<file path="src/hw/rtl/prime_field_arithmetic_unit_top_macros.svh">
`ifndef PRIME_FIELD_ARITHMETIC_UNIT_TOP_MACROS_SVH
`define PRIME_FIELD_ARITHMETIC_UNIT_TOP_MACROS_SVH

// checked property, held off while reset is low
`define PFAU_ASSERT(lbl, ck, rstn, prop, msg) \
  lbl: assert property (@(posedge ck) disable iff (!rstn) prop) else $error(msg);

// checked property, also sampled during reset
`define PFAU_ASSERT_ALWAYS(lbl, ck, prop, msg) \
  lbl: assert property (@(posedge ck) prop) else $error(msg);

`endif

</file>
<file path="src/hw/rtl/pfau_pkg.sv">
`timescale 1ns / 1ps

package pfau_pkg;

  localparam int unsigned MODULUS_DEFAULT = 32'd1000000007;

  localparam int OPCODE_W  = 3;
  localparam int OPERAND_W = 30;
  localparam int EXP_W     = 63;
  localparam int RESULT_W  = 30;

  localparam logic [OPCODE_W-1:0] OP_ADD = 3'd0;
  localparam logic [OPCODE_W-1:0] OP_SUB = 3'd1;
  localparam logic [OPCODE_W-1:0] OP_MUL = 3'd2;
  localparam logic [OPCODE_W-1:0] OP_DIV = 3'd3;
  localparam logic [OPCODE_W-1:0] OP_POW = 3'd4;
  localparam logic [OPCODE_W-1:0] OP_INV = 3'd5;

endpackage

</file>
<file path="src/hw/rtl/pfau_opred.sv">
`timescale 1ns / 1ps

// reduces both raw operands by reciprocal multiplication and one correction
module pfau_opred #(
  parameter int unsigned MODULUS = pfau_pkg::MODULUS_DEFAULT
) (
  input  logic                                clk,
  input  logic                                rst_n,
  input  logic                                start,
  input  logic [pfau_pkg::OPERAND_W-1:0]      a_in,
  input  logic [pfau_pkg::OPERAND_W-1:0]      b_in,
  output logic                                done,
  output logic [$clog2(MODULUS+1)-1:0]        a_out,
  output logic [$clog2(MODULUS+1)-1:0]        b_out
);

  localparam int K  = $clog2(MODULUS + 1);
  localparam int OW = pfau_pkg::OPERAND_W;
  // floor(2^30 / modulus); the quotient estimate falls short by one at most
  localparam logic [63:0]   MU_FULL = (64'd1 << OW) / 64'(MODULUS);
  localparam logic [OW-1:0] MU      = MU_FULL[OW-1:0];
  localparam logic [OW:0]   M_Q     = (OW+1)'(MODULUS);

  logic [2:0]      v_r;
  logic [OW-1:0]   sa_r, sb_r;
  logic [2*OW-1:0] pa_r, pb_r;
  logic [OW:0]     qma_r, qmb_r;

  logic [2*OW:0]   qma_full, qmb_full;
  logic [OW:0]     da, db;
  logic [OW:0]     ra, rb;

  // quotient times modulus, difference, one correction
  always_comb begin
    qma_full = (2*OW+1)'(pa_r[2*OW-1:OW]) * (2*OW+1)'(M_Q);
    qmb_full = (2*OW+1)'(pb_r[2*OW-1:OW]) * (2*OW+1)'(M_Q);
    da       = {1'b0, sa_r} - qma_r;
    db       = {1'b0, sb_r} - qmb_r;
    ra       = (da >= M_Q) ? (da - M_Q) : da;
    rb       = (db >= M_Q) ? (db - M_Q) : db;
  end

  always_ff @(posedge clk) begin
    if (!rst_n) begin
      v_r <= '0;
    end else begin
      v_r <= {v_r[1:0], start};
    end
  end

  always_ff @(posedge clk) begin
    if (start) begin
      sa_r <= a_in;
      sb_r <= b_in;
    end
    pa_r  <= (2*OW)'(sa_r) * (2*OW)'(MU);
    pb_r  <= (2*OW)'(sb_r) * (2*OW)'(MU);
    qma_r <= qma_full[OW:0];
    qmb_r <= qmb_full[OW:0];
  end

  assign done  = v_r[2];
  assign a_out = K'(ra[OW-1:0]);
  assign b_out = K'(rb[OW-1:0]);

endmodule

</file>
<file path="src/hw/rtl/pfau_modmul.sv">
`timescale 1ns / 1ps

// pipelined barrett modular multiplier
module pfau_modmul #(
  parameter int unsigned MODULUS = pfau_pkg::MODULUS_DEFAULT
) (
  input  logic                         clk,
  input  logic                         rst_n,
  input  logic                         start,
  input  logic [$clog2(MODULUS+1)-1:0] x,
  input  logic [$clog2(MODULUS+1)-1:0] y,
  output logic                         done,
  output logic [$clog2(MODULUS+1)-1:0] z
);

  localparam int K = $clog2(MODULUS + 1);
  localparam logic [63:0]    MU_FULL = (64'd1 << (2 * K)) / 64'(MODULUS);
  localparam logic [K+1:0]   MU      = MU_FULL[K+1:0];
  localparam logic [K-1:0]   M_W     = K'(MODULUS);
  localparam logic [K+1:0]   M_X     = (K+2)'(MODULUS);

  logic [4:0]       v_r;
  logic [2*K-1:0]   p_r;
  logic [2*K+2:0]   q2_r;
  logic [K+1:0]     p2_r, p3_r;
  logic [K+1:0]     qm_r;
  logic [K+1:0]     r_r, r1_r;

  logic [2*K-1:0]   p_nxt;
  logic [2*K+2:0]   q2_nxt;
  logic [2*K+1:0]   qm_full;
  logic [K+1:0]     q;
  logic [K+1:0]     r1_nxt;
  logic [K+1:0]     z_full;

  always_comb begin
    p_nxt   = (2*K)'(x) * (2*K)'(y);
    q2_nxt  = (2*K+3)'(p_r[2*K-1:K-1]) * (2*K+3)'(MU);
    q       = q2_r[2*K+2:K+1];
    qm_full = (2*K+2)'(q) * (2*K+2)'(M_W);
    r1_nxt  = (r_r >= M_X) ? (r_r - M_X) : r_r;
    z_full  = (r1_r >= M_X) ? (r1_r - M_X) : r1_r;
  end

  always_ff @(posedge clk) begin
    if (!rst_n) begin
      v_r <= '0;
    end else begin
      v_r <= {v_r[3:0], start};
    end
  end

  // product, quotient estimate, quotient times modulus, difference, first correction
  always_ff @(posedge clk) begin
    p_r  <= p_nxt;
    q2_r <= q2_nxt;
    p2_r <= p_r[K+1:0];
    qm_r <= qm_full[K+1:0];
    p3_r <= p2_r;
    r_r  <= p3_r - qm_r;
    r1_r <= r1_nxt;
  end

  assign done = v_r[4];
  assign z    = z_full[K-1:0];

endmodule

</file>
<file path="src/hw/rtl/prime_field_arithmetic_unit_top.sv">
// sequence, accepting edge to strobe: operand reduction, then add, subtract and undefined opcodes
//   finish directly, multiply runs one product, power one square per bit up to the top set bit
//   and one product per set bit; inverse is a power to modulus-2, divide that power of b then one product
// throughput: one word at a time, busy holds through the strobe; the barrett multiplier is shared
//   and the operand reduction runs before every word
// reset: synchronous active-low, sequencer back to idle; results cannot be stalled
`timescale 1ns / 1ps

`include "prime_field_arithmetic_unit_top_macros.svh"

module prime_field_arithmetic_unit_top #(
  parameter int unsigned MODULUS = pfau_pkg::MODULUS_DEFAULT
) (
  input  logic                             clk,
  input  logic                             rst_n,
  input  logic                             start,
  output logic                             busy,
  input  logic [pfau_pkg::OPCODE_W-1:0]    in_opcode,
  input  logic [pfau_pkg::OPERAND_W-1:0]   in_operand_a,
  input  logic [pfau_pkg::OPERAND_W-1:0]   in_operand_b,
  input  logic [pfau_pkg::EXP_W-1:0]       in_exponent,
  output logic                             out_strobe,
  output logic [pfau_pkg::RESULT_W-1:0]    out_result
);

  // residue width follows the modulus
  localparam int K = $clog2(MODULUS + 1);
  localparam logic [K:0]                   M_EXT   = (K+1)'(MODULUS);
  localparam logic [pfau_pkg::EXP_W-1:0]   EXP_INV = pfau_pkg::EXP_W'(MODULUS - 2);
  localparam logic [K-1:0]                 ONE     = K'(1);

  // sequencer states, one-hot
  typedef enum logic [7:0] {
    S_IDLE = 8'b0000_0001,
    S_RED  = 8'b0000_0010, // operand reduction running
    S_DISP = 8'b0000_0100, // pick the operation
    S_BIT  = 8'b0000_1000, // look at the next exponent bit
    S_MULW = 8'b0001_0000, // waiting on acc * base
    S_SQRW = 8'b0010_0000, // waiting on base * base
    S_LAST = 8'b0100_0000, // waiting on the closing product
    S_DONE = 8'b1000_0000  // result strobe
  } state_t;

  state_t state_r, state_nxt;

  // item registers
  logic [pfau_pkg::OPCODE_W-1:0] op_r, op_nxt;
  logic [pfau_pkg::EXP_W-1:0]    e_r, e_nxt;
  logic [K-1:0]                  a_r, a_nxt;
  logic [K-1:0]                  b_r, b_nxt;
  logic [K-1:0]                  acc_r, acc_nxt;
  logic [K-1:0]                  base_r, base_nxt;

  // shared multiplier port
  logic         mm_start;
  logic [K-1:0] mm_x, mm_y;
  logic         mm_done;
  logic [K-1:0] mm_z;
  logic         mm_wait;

  // operand reduction unit
  logic         red_start;
  logic         red_done;
  logic [K-1:0] red_a, red_b;

  logic [K:0]   sum_add, sum_sub;
  logic [K-1:0] res_add, res_sub;
  logic [31:0]  acc_ext;

  assign red_start = start && state_r == S_IDLE;

  pfau_opred #(
    .MODULUS (MODULUS)
  ) u_opred (
    .clk   (clk),
    .rst_n (rst_n),
    .start (red_start),
    .a_in  (in_operand_a),
    .b_in  (in_operand_b),
    .done  (red_done),
    .a_out (red_a),
    .b_out (red_b)
  );

  pfau_modmul #(
    .MODULUS (MODULUS)
  ) u_modmul (
    .clk   (clk),
    .rst_n (rst_n),
    .start (mm_start),
    .x     (mm_x),
    .y     (mm_y),
    .done  (mm_done),
    .z     (mm_z)
  );

  // modular add and subtract sit beside the sequencer, one compare each
  always_comb begin
    sum_add = (K+1)'(a_r) + (K+1)'(b_r);
    sum_sub = (K+1)'(a_r) + (M_EXT - (K+1)'(b_r));
    res_add = (sum_add >= M_EXT) ? K'(sum_add - M_EXT) : sum_add[K-1:0];
    res_sub = (sum_sub >= M_EXT) ? K'(sum_sub - M_EXT) : sum_sub[K-1:0];
  end

  always_comb begin
    state_nxt = state_r;
    op_nxt    = op_r;
    e_nxt     = e_r;
    a_nxt     = a_r;
    b_nxt     = b_r;
    acc_nxt   = acc_r;
    base_nxt  = base_r;
    mm_start  = 1'b0;
    mm_x      = acc_r;
    mm_y      = base_r;

    unique case (state_r)
      S_IDLE: begin
        if (start) begin
          op_nxt    = in_opcode;
          e_nxt     = in_exponent;
          state_nxt = S_RED;
        end
      end
      S_RED: begin
        if (red_done) begin
          a_nxt     = red_a;
          b_nxt     = red_b;
          state_nxt = S_DISP;
        end
      end
      S_DISP: begin
        acc_nxt   = ONE;
        base_nxt  = a_r;
        state_nxt = S_BIT;
        unique case (op_r)
          pfau_pkg::OP_ADD: begin
            acc_nxt   = res_add;
            state_nxt = S_DONE;
          end
          pfau_pkg::OP_SUB: begin
            acc_nxt   = res_sub;
            state_nxt = S_DONE;
          end
          pfau_pkg::OP_MUL: begin
            mm_start  = 1'b1;
            mm_x      = a_r;
            mm_y      = b_r;
            state_nxt = S_LAST;
          end
          pfau_pkg::OP_DIV: begin
            // inverse of b first, then times a
            base_nxt = b_r;
            e_nxt    = EXP_INV;
          end
          pfau_pkg::OP_POW: begin
          end
          pfau_pkg::OP_INV: begin
            e_nxt = EXP_INV;
          end
          default: begin
            acc_nxt   = '0;
            state_nxt = S_DONE;
          end
        endcase
      end
      S_BIT: begin
        if (e_r == '0) begin
          if (op_r == pfau_pkg::OP_DIV) begin
            mm_start  = 1'b1;
            mm_x      = acc_r;
            mm_y      = a_r;
            state_nxt = S_LAST;
          end else begin
            state_nxt = S_DONE;
          end
        end else if (e_r[0]) begin
          mm_start  = 1'b1;
          state_nxt = S_MULW;
        end else begin
          mm_start  = 1'b1;
          mm_x      = base_r;
          state_nxt = S_SQRW;
        end
      end
      S_MULW: begin
        if (mm_done) begin
          acc_nxt   = mm_z;
          mm_start  = 1'b1;
          mm_x      = base_r;
          state_nxt = S_SQRW;
        end
      end
      S_SQRW: begin
        if (mm_done) begin
          base_nxt  = mm_z;
          e_nxt     = e_r >> 1;
          state_nxt = S_BIT;
        end
      end
      S_LAST: begin
        if (mm_done) begin
          acc_nxt   = mm_z;
          state_nxt = S_DONE;
        end
      end
      S_DONE: begin
        state_nxt = S_IDLE;
      end
      default: begin
        state_nxt = S_IDLE;
      end
    endcase
  end

  always_ff @(posedge clk) begin
    if (!rst_n) begin
      state_r <= S_IDLE;
    end else begin
      state_r <= state_nxt;
    end
  end

  // payload, no reset needed
  always_ff @(posedge clk) begin
    op_r   <= op_nxt;
    e_r    <= e_nxt;
    a_r    <= a_nxt;
    b_r    <= b_nxt;
    acc_r  <= acc_nxt;
    base_r <= base_nxt;
  end

  // result word is the residue cut to 30 bits
  assign acc_ext    = 32'(acc_r);
  assign busy       = state_r != S_IDLE;
  assign out_strobe = state_r == S_DONE;
  assign out_result = acc_ext[pfau_pkg::RESULT_W-1:0];

  // states that expect a product back from the multiplier
  assign mm_wait = state_r == S_MULW || state_r == S_SQRW || state_r == S_LAST;

  // checks
  `PFAU_ASSERT(a_strobe_single, clk, rst_n, out_strobe |=> !out_strobe, "strobe held over")
  `PFAU_ASSERT(a_accept_busy, clk, rst_n, (start && !busy) |=> busy, "busy not raised")
  `PFAU_ASSERT(a_mm_expected, clk, rst_n, mm_done |-> mm_wait, "stray product")
  `PFAU_ASSERT(a_res_reduced, clk, rst_n, out_strobe |-> 32'(out_result) < MODULUS, "unreduced")
  `PFAU_ASSERT_ALWAYS(a_reset_idle, clk, !rst_n |=> !busy, "busy after reset")

endmodule

</file>
<file path="config.mk">
export PLATFORM = sky130hd
export DESIGN_NAME = prime_field_arithmetic_unit_top
export DESIGN_NICKNAME = d
export VERILOG_FILES = /design/src/hw/rtl/pfau_pkg.sv /design/src/hw/rtl/pfau_opred.sv /design/src/hw/rtl/pfau_modmul.sv /design/src/hw/rtl/prime_field_arithmetic_unit_top.sv
export VERILOG_INCLUDE_DIRS = /design/src /design/src/hw/rtl
export SDC_FILE = /design/constraint.sdc
export NUM_CORES = 2
export LEC_CHECK = 0
export ABC_CLOCK_PERIOD_IN_PS = 23500
export BUFFER_PORTS_ARGS = -buffer_cell sky130_fd_sc_hd__buf_4
export CAP_MARGIN = 30
export CORE_UTILIZATION = 60
export CTS_BUF_LIST = sky130_fd_sc_hd__clkbuf_8
export DETAILED_ROUTE_END_ITERATION = 10
export PLACE_DENSITY = 0.77
export RECOVER_POWER = 25
export SKIP_CTS_REPAIR_TIMING = 1
export SLEW_MARGIN = 0
export SYNTH_ARGS = -nofsm -noshare
export SYNTH_HDL_FRONTEND = slang
export SYNTH_SLANG_ARGS = --single-unit
</file>
<file path="constraint.sdc">
create_clock -name clk -period 23.5 [get_ports clk]
set_input_delay 4.7 -clock clk [delete_from_list [all_inputs] [get_ports clk]]
set_output_delay 4.7 -clock clk [all_outputs]
set_load 0.005 [all_outputs]
</file>
# Word level (Yosys, flattened, before mapping)
# Cells that the tools add are included.
[classes]
add_sub_neg = 10
n_mul = 3
order_cmp = 6
n_eq_ne = 21
mux = 39
reduce_logical = 16
[ops]
columns = ["operator", "count"]
rows = [
  ["30-bit 2-to-1 mux", 14],
  ["63-bit 2-to-1 mux", 3],
  ["63-bit case mux with 3 select lines", 1],
  ["30-bit case mux with 2 select lines", 3],
  ["30-bit case mux with 3 select lines", 2],
  ["30-bit subtractor (second input constant)", 5],
  ["32-bit by 30-bit >= comparator with 1-bit output (second input constant)", 2],
  ["63-bit zero test", 1],
  ["31-bit by 30-bit >= comparator with 1-bit output (second input constant)", 2],
  ["30-bit >= comparator (second input constant)", 2],
  ["30-bit by 30-bit multiplier with 60-bit output", 1],
  ["31-bit by 28-bit multiplier with 59-bit output (second input constant)", 1],
  ["8-bit 2-to-1 mux", 7],
  ["8-bit case mux with 7 select lines", 1],
  ["31-bit by 30-bit multiplier with 32-bit output (second input constant)", 1],
  ["32-bit 2-to-1 mux", 1],
  ["32-bit by 30-bit subtractor with 32-bit output (second input constant)", 1],
  ["32-bit subtractor", 1],
  ["30-bit by 30-bit adder with 31-bit output", 1],
  ["30-bit by 31-bit adder with 31-bit output", 1],
  ["30-bit by 30-bit subtractor with 31-bit output (first input constant)", 1],
  ["8-bit case mux with 2 select lines", 1],
  ["2-bit by 1-bit != test with 1-bit output (second input constant)", 5],
  ["8-bit by 1-bit equality test with 1-bit output (second input constant)", 1],
  ["other kinds (25)", 36],
]
[totals]
regBits = 541
inputBits = 129
output_inout_bits = 32
wordCells = 113

# Depth between registers and ports, before layout
[logic_depth]
word_depth = 6
depth_mapped = 45
mapped_depth_nobuf = 40

# Hierarchy
# A second synthesis with hierarchy kept.
[unflattened]
cells_unflattened = 7978
hier_area_um2 = 76299.4
[modules_own_cells]
columns = ["module", "n_inst", "cells_each", "area_each_um2", "seq_area_each_um2"]
rows = [
  ["pfau_modmul", 1, 5961, 57543.9, 5124.9],
  ["prime_field_arithmetic_unit_top", 1, 1712, 15309.7, 5745.5],
  ["pfau_opred", 1, 305, 3445.8, 1861.8],
]

# Worst setup path after synthesis
# OpenSTA, ideal clock, no wires.
[synth_path]
path_kind = "register -> register"
startpoint = "register state_r[7]"
endpoint = "register u_modmul.p_r[54]"
setup_time_ns = 0.120
arrival_time_ns = 9.814
required_ns = 23.380
setup_slack_ns = 13.565
stages_incl_launch_ff = 40
path_buffers = 4
period_less_slack_ns = 9.935
path_cell_list = "dfxtp_1 -> nor2_1 -> nand2_1 -> nor3_1 -> nand3b_1 -> clkbuf_1 -> nor3_1 -> a31oi_1 -> clkbuf_1 -> clkbuf_1 -> a221oi_1 -> clkbuf_1 -> nor2_1 -> fa_1 -> fa_1 -> fa_1 -> inv_1 -> fa_1 -> [... 4 more ...] -> inv_1 -> fa_1 -> inv_1 -> fa_1 -> inv_1 -> ha_1 -> o21a_1 -> o21ai_0 -> a211o_1 -> a31oi_1 -> nor2_1 -> a311oi_1 -> a31oi_1 -> o31a_1 -> nand2b_1 -> o21ai_0 -> or4b_2 -> nand3_1"
[synth_via]
elab_chain_len = 3
elab_cells_between_ends = 6
cone_classes = "1 x mul; 3 x eq/ne; 2 x mux"
[synth_rtl]
columns = ["element", "line", "rtl"]
rows = [
  ["start: declaration", "prime_field_arithmetic_unit_top.sv:44", "state_t state_r, state_nxt;"],
  ["start signal: assignment", "prime_field_arithmetic_unit_top.sv:220", "state_r <= state_nxt;"],
  ["8-bit by 5-bit equality test with 1-bit output, or another cell as far along", "prime_field_arithmetic_unit_top.sv:117", "unique case (state_r)"],
  ["30-bit case mux with 3 select lines / 30-bit case mux with 2 select lines (equally long branches)", "prime_field_arithmetic_unit_top.sv:117", ""],
  ["30-bit by 30-bit multiplier with 60-bit output (*)", "pfau_modmul.sv:37", "p_nxt = (2*K)'(x) * (2*K)'(y);"],
  ["net u_modmul.p_nxt[54]", "pfau_modmul.sv:29", "logic [2*K-1:0] p_nxt;"],
  ["end signal: assignment", "pfau_modmul.sv:55", "p_r <= p_nxt;"],
  ["end: declaration", "pfau_modmul.sv:23", "logic [2*K-1:0] p_r;"],
]
# The timed path passes the listed nets; every way through them passes the cells marked *.
# A chain may end at the register's enable or synchronous reset.

# Final worst setup path
# Ends and elaborated chain as after synthesis.

==> reports/metrics.yaml <==
synth_area_um2: 74100
initial_core_util: 0.607
cpMostUsedCell: "fa_1"
insertion_delay_ps: 800
async_reset_ff_frac: 0
drtIter0Drc: 5929
setup_tns_ps: 0
gp_congestion: 1.08
grt_pass1_wl_um: 366000
criticalPathCategory: "flip-flop to flip-flop"
die_w_um: 353
drc: 0
dpl.hpwl_um: 200000
die_h_um: 353
ys.flop_type: "dfxtp_1"
period_share: 0.508
top_usage_layer: "met2"
netlist.area_leader.share: 0.331
synth_cell_types: 89
relSlewSlack: -1.46
cts_tree: "done"
synth_area_leaders: "fa_1 (33%), ha_1 (15%), edfxtp_1 (10%)"
first_global_vias: 60400
clock_sinks: 513
htreeDepth: 3
n_fill_cell: 10000
ys_seq_elements: 513
synth_edf_count: 246
hold_viol: 0
synth_largest_area_cell: "fa_1"
clk_path_buf_depth: 3
gr-total-overflow: 0
critPathLaunch: "state_r[7]$_SDFFE_PN0P_"
routed_wl_um: 244000
io_buffers: 160
skew_ps: 78.8
vias: 57900
slowest_stage: "nor2_1"
vias_per_cell: 6.00
met1_usage: 0.484
path_max_fanout: 56
hp-class: "flip-flop to flip-flop"
numCtsBuffers: 89
nets: 10200
core-area_um2: 122000
met3_usage: 0.117
start_kind: "flip-flop"
dr.pass1.iters: 6
avgRoutedWirePerCell_um: 25.2
antenna_found_initial: 15
end_kind: "flip-flop"
synth_area_per_cell_um2: 9.45
clock.fmax_mhz: 83.8
cp_data_required_time_ps: 24190
slowest_delay_ps: 760
cts_root_buffer: "clkbuf_8"
dieArea_um2: 125000
grt_start_max_net_pins: 64
max-cap-violations: 4
setup_viol: 0
fin_crit_ps: 11930
track_usage: 0.395
io_pins: 161
drtAntennaViolNets: 0
rsz0062_at_grt: "false"
cp.arrival_ps: 12620
holdCritStartpoint: "u_modmul.p2_r[9]$_DFF_P_"
reg2reg_from: "state_r[7]$_SDFFE_PN0P_"
slew_viol_final: 167
rows: 128
layout-drive-gt1-share: 0.0594
area_growth_pct: 7.28
yosysWarnings: 0
status: "complete, but fails checks"
synthesis.nets: 10100
ys_seq_area_frac: 0.172
syn_inst: 7848
cts.clk_slew.worst_paths_ps: 70
worst_pin_slew_ps: 3690
use_met2: 0.613
violations: "capacitance limit, slew limit"
[placed cells by master (no fill, tap or decap), types with 121 or more instances in the layout]
master,n
a21oi_1,200
inv_1,1602
edfxtp_1,246
nand3_1,121
nand2_1,759
dfxtp_1,267
nor2_1,762
xnor2_1,253
buf_4,260
fa_1,1226
o21ai_0,148
ha_1,888
[metal layers]
layer  up-vias  wire (um)
met1     28500      89700
met5         -        175
met3       858      27700
met4        20      17900
li1      25200          -
met2      3288     108000
[cell usage after synthesis (11+ instances only)]
cell      number
o221ai_1      11
o21ai_0      149
a22o_1        52
a221o_1       35
a31oi_1       41
a211oi_1      27
mux2i_1       14
fa_1        1226
nor4_1        36
nor3b_1       11
nand2b_1      61
nand4_1       27
a211o_1       14
inv_1       1575
or3_1         21
ha_1         888
xor2_1       103
a21oi_1      203
nor2_1       763
edfxtp_1     246
nand3_1      121
a221oi_1      32
a21o_1       107
nor2b_1       41
o31ai_1       11
o211ai_1      29
nand3b_1      16
o21bai_1      19
nor3_1        79
clkbuf_1     246
and3_1        97
nand2_1      759
or2_2         12
xnor2_1      253
and2_1        38
dfxtp_1      267
o21a_1        43
[state kept, by name, indices dropped and copies added, names as in the netlist, 5 cells and up]
signal and count:
b_r 30, u_opred.sb_r 30, e_r 63, u_modmul.p_r 60, base_r 30, u_modmul.r_r 32, u_modmul.r1_r 32, u_modmul.p2_r 32
out_result 30, state_r 8, a_r 30, u_opred.sa_r 30, u_modmul.v_r 5, u_modmul.p3_r 32, u_modmul.qm_r 32, u_modmul.q2_r 31
[kinds of logic (layout without fill, tap and decap cells)]
family	count (synthesis)	after routing	synth area share
buf+inv	1836	2020	0.0931
xor+xnor	356	356	0.0421
fa+ha+maj	2114	2114	0.481
flops	513	513	0.172
simple gates	2115	2115	0.125
compound gates	898	898	0.0846
other cells	0	5	0
mux	16	16	0.00219
[final timing paths]
kind | cells past startpoint | slack (ps) | to
max | 39 | 11570 | u_modmul.p_r[54]$_DFF_P_
max reg2reg | 39 | 11570 | u_modmul.p_r[54]$_DFF_P_
min | 0 | 310 | u_modmul.p3_r[9]$_DFF_P_
min reg2reg | 0 | 310 | u_modmul.p3_r[9]$_DFF_P_
[final cells by class]
type / count / area (um2) / area share
Multi-Input combinational cell: 5499 / 54700 / 0.688
Sequential cell: 513 / 12700 / 0.160
Inverter: 1575 / 5910 / 0.0743
Timing Repair Buffer: 280 / 2250 / 0.0283
Tap cell: 1625 / 2030 / 0.0256
Clock buffer: 98 / 1350 / 0.0170
Clock inverter: 67 / 528 / 0.00664
Antenna cell: 5 / 12.5 / 0.000157
[critical path: cells and delay by family, from the launching register on]
kind / cells / cell delay [ps]
adder cells (fa/ha/maj): 9 / 4390
buffers and inverters: 10 / 1750
AND/OR/NAND/NOR: 10 / 3330
AO/OA/AOI/OAI: 10 / 1960
flip-flops: 1 / 330
[per-stage QoR]
stage	utilization	area, um2	hold slack (ps)	instances	setup WS [ps]
after CTS	0.649	79400	295	9647	11280
final	0.651	79500	314	9662	11570
after detailed placement	0.634	77500	312	9482	11400
after floorplan	-	74100	310	7848	13570
after global routing	0.651	79500	307	9658	11010
after global placement	0.633	77400	310	9475	11470
Power is left out: the tool's default activity adds up to more than one toggle a clock period on the data nets, which glitch-free logic cannot reach.
